## src/hw/rtl/irpcr_pkg.sv

```systemverilog
package irpcr_pkg;

    // Store depth: entries 1 .. MAX_PULSES-1 hold widths, entry 0 is unused
    localparam int MAX_PULSES = 128;

    localparam int WIDTH_W = 16;
    localparam int COUNT_W = 8;
    localparam int ADDR_W  = $clog2(MAX_PULSES);
    localparam int ENTRY_W = $clog2(MAX_PULSES + 1);
    localparam int CMP_W   = (ENTRY_W > COUNT_W) ? ENTRY_W : COUNT_W;

    // Count word written when the store fills up, saturated to the count width
    localparam logic [COUNT_W-1:0] FULL_COUNT =
        (MAX_PULSES > 255) ? COUNT_W'(255) : COUNT_W'(MAX_PULSES);

    localparam logic [WIDTH_W-1:0] TIMEOUT_RESET = WIDTH_W'(1000);

    typedef enum logic [1:0] {
        ACT_TICK    = 2'd0,
        ACT_CAPTURE = 2'd1,
        ACT_PLAY    = 2'd2,
        ACT_SPARE   = 2'd3
    } action_t;

    typedef enum logic [1:0] {
        MODE_IDLE  = 2'd0,
        MODE_ARMED = 2'd1,
        MODE_CAPT  = 2'd2,
        MODE_PLAY  = 2'd3
    } mode_t;

endpackage

```

## src/hw/rtl/ir_pulse_capture_replay.sv

```systemverilog
// IR pulse-width capture and replay. One input transaction is one timebase
// tick carrying the receiver level and an action (plain tick, start capture,
// start playback); every accepted transaction yields exactly one result
// transaction, registered. A new tick can be taken every cycle while
// m_tready is high; a result held back by m_tready low stalls s_tready until
// it leaves. A capture arms on
// its start tick, waits for the first level change, then stores each interval
// between edges (in ticks) into a 128 x 16 width RAM at entries 1 onward; an
// interval reaching timeout_ticks, or a full RAM, ends it and sets the count.
// Playback drives the carrier for width 1, then toggles after each later
// width up to entry count-1. Playback of a count of 1 or less raises
// empty_error; starts while busy are ignored. The RAM has no reset and needs
// no clearing pass: playback reads only entries a capture has written.
// timeout_ticks may only be rewritten while the block is idle.
module ir_pulse_capture_replay (
    input  logic        aclk,
    input  logic        aresetn,

    input  logic        cfg_wr_en,
    input  logic [15:0] cfg_wr_data,     // timeout_ticks

    input  logic        s_tvalid,
    output logic        s_tready,
    input  logic [7:0]  s_tdata,         // [1:0] action, [2] sensor_level, rest zero

    output logic        m_tvalid,
    input  logic        m_tready,
    output logic [15:0] m_tdata          // [0] carrier_on, [1] busy_res,
                                         // [2] capture_done, [3] empty_error,
                                         // [11:4] pulse_count, rest zero
);

    // ---------------------------------------------------------------------
    // State
    // ---------------------------------------------------------------------
    irpcr_pkg::mode_t                   mode_reg, mode_next;
    logic [irpcr_pkg::COUNT_W-1:0]      count_reg, count_next;
    logic [irpcr_pkg::ENTRY_W-1:0]      entry_reg, entry_next;
    logic [irpcr_pkg::WIDTH_W-1:0]      interval_reg, interval_next;
    logic                               prev_level_reg;
    logic                               carrier_reg, carrier_next;
    logic [irpcr_pkg::WIDTH_W-1:0]      timeout_reg;

    // Width RAM; read data always reflects the entry the next tick will use
    logic [irpcr_pkg::WIDTH_W-1:0]      width_mem [irpcr_pkg::MAX_PULSES];
    logic [irpcr_pkg::WIDTH_W-1:0]      rd_data_reg;
    logic [irpcr_pkg::ADDR_W-1:0]       rd_addr;
    logic                               wr_en;
    logic [irpcr_pkg::ADDR_W-1:0]       wr_addr;
    logic [irpcr_pkg::WIDTH_W-1:0]      wr_data;

    // Result register
    logic                               out_valid_reg;
    logic [15:0]                        out_data_reg;
    logic [15:0]                        out_data_next;

    logic                               in_accept;
    irpcr_pkg::action_t                 action;
    logic                               level;

    assign s_tready  = !out_valid_reg || m_tready;
    assign in_accept = s_tvalid && s_tready;
    assign action    = irpcr_pkg::action_t'(s_tdata[1:0]);
    assign level     = s_tdata[2];

    assign m_tvalid = out_valid_reg;
    assign m_tdata  = out_data_reg;

    // ---------------------------------------------------------------------
    // Per-tick logic
    // ---------------------------------------------------------------------
    always_comb begin
        irpcr_pkg::mode_t              m;
        logic                          edge_seen;
        logic                          just_armed;
        logic                          carrier_out, busy, done, empty;
        logic [irpcr_pkg::WIDTH_W:0]   next_ivl;
        logic [irpcr_pkg::WIDTH_W-1:0] play_w;
        logic [irpcr_pkg::ENTRY_W-1:0] entry_inc;
        logic [irpcr_pkg::WIDTH_W:0]   play_ivl;
        logic [irpcr_pkg::ENTRY_W-1:0] play_inc;

        m           = mode_reg;
        edge_seen   = (level != prev_level_reg);
        just_armed  = 1'b0;
        carrier_out = 1'b0;
        busy        = 1'b0;
        done        = 1'b0;
        empty       = 1'b0;
        next_ivl    = {1'b0, interval_reg} + 1'b1;
        play_w      = (rd_data_reg == '0) ? irpcr_pkg::WIDTH_W'(1) : rd_data_reg;
        entry_inc   = entry_reg + 1'b1;
        play_ivl    = next_ivl;
        play_inc    = entry_inc;

        count_next    = count_reg;
        entry_next    = entry_reg;
        interval_next = interval_reg;
        carrier_next  = carrier_reg;
        wr_en         = 1'b0;
        wr_addr       = entry_reg[irpcr_pkg::ADDR_W-1:0];
        wr_data       = next_ivl[irpcr_pkg::WIDTH_W-1:0];

        if (m == irpcr_pkg::MODE_IDLE) begin
            if (action == irpcr_pkg::ACT_CAPTURE) begin
                m          = irpcr_pkg::MODE_ARMED;
                just_armed = 1'b1;
            end else if (action == irpcr_pkg::ACT_PLAY) begin
                if (count_reg <= irpcr_pkg::COUNT_W'(1)) begin
                    empty = 1'b1;
                end else begin
                    m             = irpcr_pkg::MODE_PLAY;
                    carrier_next  = 1'b1;
                    entry_next    = irpcr_pkg::ENTRY_W'(1);
                    interval_next = '0;
                end
            end
        end

        unique case (m)
            irpcr_pkg::MODE_IDLE: begin
            end
            irpcr_pkg::MODE_ARMED: begin
                busy = 1'b1;
                if (!just_armed && edge_seen) begin
                    m             = irpcr_pkg::MODE_CAPT;
                    entry_next    = irpcr_pkg::ENTRY_W'(1);
                    interval_next = '0;
                end
            end
            irpcr_pkg::MODE_CAPT: begin
                busy = 1'b1;
                // timeout wins over an edge on the same tick
                if (next_ivl >= {1'b0, timeout_reg}) begin
                    wr_en      = 1'b1;
                    wr_data    = timeout_reg;
                    count_next = entry_reg[irpcr_pkg::COUNT_W-1:0];
                    m          = irpcr_pkg::MODE_IDLE;
                    done       = 1'b1;
                end else if (edge_seen) begin
                    wr_en         = 1'b1;
                    interval_next = '0;
                    entry_next    = entry_inc;
                    if (entry_inc >= irpcr_pkg::ENTRY_W'(irpcr_pkg::MAX_PULSES)) begin
                        count_next = irpcr_pkg::FULL_COUNT;
                        m          = irpcr_pkg::MODE_IDLE;
                        done       = 1'b1;
                    end
                end else begin
                    interval_next = next_ivl[irpcr_pkg::WIDTH_W-1:0];
                end
            end
            irpcr_pkg::MODE_PLAY: begin
                // the start tick already counts as the first tick of width 1
                play_ivl    = {1'b0, interval_next} + 1'b1;
                play_inc    = entry_next + 1'b1;
                busy        = 1'b1;
                carrier_out = carrier_next;
                if (play_ivl >= {1'b0, play_w}) begin
                    entry_next    = play_inc;
                    interval_next = '0;
                    if (irpcr_pkg::CMP_W'(play_inc) >= irpcr_pkg::CMP_W'(count_reg)) begin
                        carrier_next = 1'b0;
                        m            = irpcr_pkg::MODE_IDLE;
                    end else begin
                        carrier_next = !carrier_next;
                    end
                end else begin
                    interval_next = play_ivl[irpcr_pkg::WIDTH_W-1:0];
                end
            end
            default: begin
            end
        endcase

        mode_next     = m;
        out_data_next = {4'b0000, count_next, empty, done, busy, carrier_out};

        // Capture and playback state does not change on cycles without a transaction
        if (!in_accept) begin
            mode_next     = mode_reg;
            count_next    = count_reg;
            entry_next    = entry_reg;
            interval_next = interval_reg;
            carrier_next  = carrier_reg;
            wr_en         = 1'b0;
        end

        // Outside playback keep entry 1 prefetched for a playback start
        if (mode_next == irpcr_pkg::MODE_PLAY) begin
            rd_addr = entry_next[irpcr_pkg::ADDR_W-1:0];
        end else begin
            rd_addr = irpcr_pkg::ADDR_W'(1);
        end
    end

    // ---------------------------------------------------------------------
    // Registers
    // ---------------------------------------------------------------------
    always_ff @(posedge aclk) begin
        if (!aresetn) begin
            mode_reg       <= irpcr_pkg::MODE_IDLE;
            count_reg      <= '0;
            entry_reg      <= '0;
            interval_reg   <= '0;
            prev_level_reg <= 1'b1;
            carrier_reg    <= 1'b0;
            timeout_reg    <= irpcr_pkg::TIMEOUT_RESET;
            out_valid_reg  <= 1'b0;
        end else begin
            mode_reg     <= mode_next;
            count_reg    <= count_next;
            entry_reg    <= entry_next;
            interval_reg <= interval_next;
            carrier_reg  <= carrier_next;
            if (in_accept) begin
                prev_level_reg <= level;
            end
            if (cfg_wr_en) begin
                timeout_reg <= cfg_wr_data;
            end
            if (in_accept) begin
                out_valid_reg <= 1'b1;
            end else if (m_tready) begin
                out_valid_reg <= 1'b0;
            end
        end
    end

    always_ff @(posedge aclk) begin
        if (in_accept) begin
            out_data_reg <= out_data_next;
        end
    end

    // Width RAM: one write port, one registered read port
    always_ff @(posedge aclk) begin
        if (wr_en) begin
            width_mem[wr_addr] <= wr_data;
        end
        rd_data_reg <= width_mem[rd_addr];
    end

endmodule
```

## config.mk

```make
export PLATFORM = sky130hd
export DESIGN_NAME = ir_pulse_capture_replay
export DESIGN_NICKNAME = d
export VERILOG_FILES = /design/src/hw/rtl/irpcr_pkg.sv /design/src/hw/rtl/ir_pulse_capture_replay.sv
export SDC_FILE = /design/constraint.sdc
export NUM_CORES = 2
export LEC_CHECK = 0
export BUFFER_PORTS_ARGS = -buffer_cell sky130_fd_sc_hd__buf_2
export CAP_MARGIN = 30
export CORE_MARGIN = 5
export CORE_UTILIZATION = 51
export CTS_CLUSTER_SIZE = 12
export DETAILED_ROUTE_END_ITERATION = 8
export PLACE_DENSITY = 0.66
export SLEW_MARGIN = 15
export SYNTH_ARGS = -nofsm -noshare
export SYNTH_HDL_FRONTEND = slang
export SYNTH_SLANG_ARGS = --single-unit
```

## constraint.sdc

```tcl
create_clock -name aclk -period 11 [get_ports aclk]
set_input_delay 0.55 -clock aclk [delete_from_list [all_inputs] [get_ports aclk]]
set_output_delay 0.55 -clock aclk [all_outputs]
set_load 0.01 [all_outputs]
```

==> impl_metrics.py <==
metrics = {
    "global_routing": {
        "grt_overflow": 0,
        "grt_pass1_vias": 53000,
        "grt_pass1_wl_um": 367000,
        "grt_max_degree": 128,
        "antenna_found_initial": 4,
        "grt_use_total_pct": 27.9,
    },
    "cells_and_area": {
        "largest_register_ffs": 2048,
        "regArea_um2": 63200,
        "final_area_um2": 96200,
        "antenna_cells": 0,
        "top_register": "width_mem",
        "fillerInstances": 13000,
        "syn_to_final_growth_pct": 11.7,
        "drive_gt1_share_pct": 10.1,
        "fin_nets": 6588,
        "multi_input_area_um2": 21200,
        "final_core_util_pct": 57.4,
    },
    "die": {
        "die_w_um": 421,
        "rows": 150,
        "chipHeight_um": 421,
        "initial_core_util_pct": 51.4,
        "die-area_um2": 177000,
        "core-area_um2": 168000,
        "io_pins": 47,
    },
    "sta": {
        "skew_ns": 0.0577,
        "post-route-period-util_pct": 80.8,
        "slew_viol_final": 0,
        "rsz0062_at_grt": "false",
        "timing.hold.ws_ns": 0.0645,
        "fin_crit_ns": 8.89,
        "finalHoldViolCount": 0,
        "setup_violations": 0,
        "worst_slew_pin_slew_ns": 1.08,
        "tns_ns": 0,
        "max_freq_mhz": 112,
        "slew_headroom_pct": 27.3,
    },
    "clock_tree": {
        "tritoncts": "built",
        "cts_buffers": 209,
        "cts_hold_buf": 25,
        "clock_latency_ns": 0.86,
        "clockBufferDepth": 3,
        "postCtsSetupBuffers": 0,
        "cts_num_sinks": 2129,
        "cts_resized": 0,
        "clk_pin_slew_ns": 0.06,
        "clk_root_buffer_cell": "clkbuf_16",
        "htreeDepth": 4,
    },
    "place": {
        "place_area_um2": 89700,
        "place_congestion": 0.923,
        "dp_hpwl_um": 150000,
        "io_buffers": 37,
    },
    "synthesis": {
        "synthFlopType": "edfxtp_1",
        "ys_seq_area_share_pct": 73.4,
        "synth_edf_count": 2060,
        "syn_avg_cell_area_um2": 13.5,
        "synthTopCellsByArea": "edfxtp_1 (72%), nand2_1 (5.6%), nand3_1 (2.4%)",
        "yosys_warnings": 0,
        "yosysTopAreaCellShare_pct": 71.8,
        "synth_cell_type_count": 93,
        "synth_seq_cells": 2129,
        "synth.largest_area_cell": "edfxtp_1",
        "synth_cells": 6365,
        "synth-async-reset-ratio_pct": 0,
        "syn-cell-area_um2": 86200,
    },
    "power": {
        "clkPwrFrac_pct": 40.2,
        "p_int_mw": 12.6,
        "swShare_pct": 22.1,
        "sequentialPowerShare_pct": 54.3,
        "power_leakage_nw": 31.0,
        "p_comb_share_pct": 5.5,
        "powerDensity_nw_per_um2": 169,
        "ir_drop_uv": 168,
        "netSwitchingPower_mw": 3.58,
    },
    "worst_setup_path": {
        "worstReg2RegStart": "count_reg[3]$_SDFFE_PN0P_",
        "critPathKind": "flip-flop to flip-flop",
        "startpoint": "count_reg[3]$_SDFFE_PN0P_",
        "worstSetupEndpointType": "flip-flop",
        "cp_max_fo": 54,
        "start_kind": "flip-flop",
        "cp_data_arrival_time_ns": 9.58,
        "cp_data_required_time_ns": 11.69,
    },
    "routing": {
        "drc_errors": 0,
        "drt_iter0_markers": 7833,
        "routed_wl_um": 253000,
        "via_per_inst": 6.33,
        "wire_per_inst_um": 28.7,
        "vias": 55900,
        "ant_nets": 0,
        "firstDrtPassIters": 6,
    },
    "min_path": {
        "hold_class": "input port to flip-flop",
        "min_from": "aresetn",
    },
    "run_status": {
        "status": "completed",
    },
    "job": {
        "cap_violations": 0,
    },
}
layout make-up:
class / count / area share, %
clock buffers: 275 / 5.81
repair buffers: 338 / 2.85
well taps: 2204 / 2.87
flip-flops and latches: 2129 / 65.7
clock inverters: 55 / 0.489
multi-input cells: 3784 / 22.1
inverters: 53 / 0.207
cells in the final DEF (no fill, tap or decap), types with 49 or more instances in the layout:
| cell | instances |
|---|---|
| buf_4 | 247 |
| and3_1 | 81 |
| a32oi_1 | 61 |
| nor3_1 | 56 |
| o221ai_1 | 53 |
| edfxtp_1 | 2060 |
| nand3_1 | 418 |
| o21ai_0 | 165 |
| a211oi_1 | 54 |
| o22ai_1 | 49 |
| a22oi_1 | 61 |
| nand2_1 | 1290 |
| dfxtp_1 | 69 |
| inv_1 | 52 |
| clkbuf_16 | 213 |
| a21oi_1 | 234 |
| clkbuf_1 | 59 |
| mux2i_1 | 199 |
| a31oi_1 | 108 |
| nor2_1 | 375 |
worst paths after layout:
path / end / slack [ns] / cells after the start
max reg2reg: rd_data_reg[13]$_DFF_P_ / 2.11 / 23
min: timeout_reg[6]$_SDFFE_PN1P_ / 0.06 / 2
max: rd_data_reg[13]$_DFF_P_ / 2.11 / 23
min reg2reg: count_reg[7]$_SDFFE_PN0P_ / 0.49 / 2
synthesized netlist by cell type, types with 8 or more instances:
library cell and n:
a2111oi_0 16, a211o_1 17, a211oi_1 54, a21o_1 9, a21oi_1 249, a221oi_1 28, a22oi_1 61, a2bb2oi_1 10
a311oi_1 10, a31oi_1 108, a32oi_1 61, a41oi_1 8, and2_1 13, and3_1 81, buf_1 30, buf_2 167
buf_4 25, buf_6 10, clkbuf_1 170, dfxtp_1 69, edfxtp_1 2060, ha_1 44, inv_1 52, mux2_2 33
mux2i_1 199, nand2_1 1293, nand3_1 419, nand4_1 41, nor2_1 393, nor2b_1 11, nor3_1 57, nor4_1 32
o2111ai_1 17, o211a_1 8, o211ai_1 44, o21ai_0 167, o221ai_1 53, o22a_1 9, o22ai_1 49, o2bb2ai_1 8
o31ai_1 12, or3_1 15, xnor2_1 14, xor2_1 13
power by group through the flow:
stage | Clock (mW) | Combinational (mW) | Sequential (mW)
final | 6.52 | 0.891 | 8.81
after global routing | 6.93 | 0.954 | 8.80
after CTS | 6.58 | 0.877 | 8.81
after detailed placement | 0 | 0.866 | 8.98
after global placement | 0 | 0.850 | 8.98
after floorplan | 0 | 0.604 | 8.98
critical path: stages (launching register included):
cell       delay [ns]
dfxtp_1          0.31
or4_4            0.57
o21ai_1          0.55
and2_1           0.31
ha_1             0.33
nand4_1          0.25
or3_1            0.36
a21oi_1          0.33
ha_1             0.33
nand4_1          0.12
nor2_1           0.05
a221oi_1         0.43
and2_4           0.34
nand2_8          0.10
o311a_2          0.49
buf_4            0.30
nand2_4          0.61
buf_4            0.66
buf_4            0.49
a22oi_1          0.18
a22oi_1          0.22
a31oi_1          0.24
a2111oi_0        0.92
nor4_1           0.13
metrics by stage:
step	power [mW]	std cells	setup WS [ns]
2_1_floorplan	9.58	6368	1.31
3_3_place_gp	9.83	8460	1.82
3_5_place_dp	9.84	8470	2.28
4_1_cts	16.3	8825	2.27
5_1_grt	16.7	8838	1.80
6_report	16.2	8838	2.11
layer usage:
metal	track usage, %	routed length, um	vias up
met4	11.6	10800	0
met2	42.6	115000	3299
met1	39.3	99400	27800
li1	-	-	24300
met5	0	0	-
met3	6.00	28500	503
logic make-up after synthesis:
| group | Yosys count | share of synthesized area, % |
|---|---|---|
| other | 1 | 0.00435 |
| xor gates and xnor gates | 27 | 0.274 |
| muxes | 236 | 2.81 |
| DFF | 2129 | 73.4 |
| and+or+nand+nor | 2385 | 11.8 |
| AOI/OAI and AO/OA | 1088 | 8.66 |
| buffers and inverters | 455 | 2.42 |
| adders and majority gates | 44 | 0.639 |
Note: power is estimated with default switching activity, not from simulation.
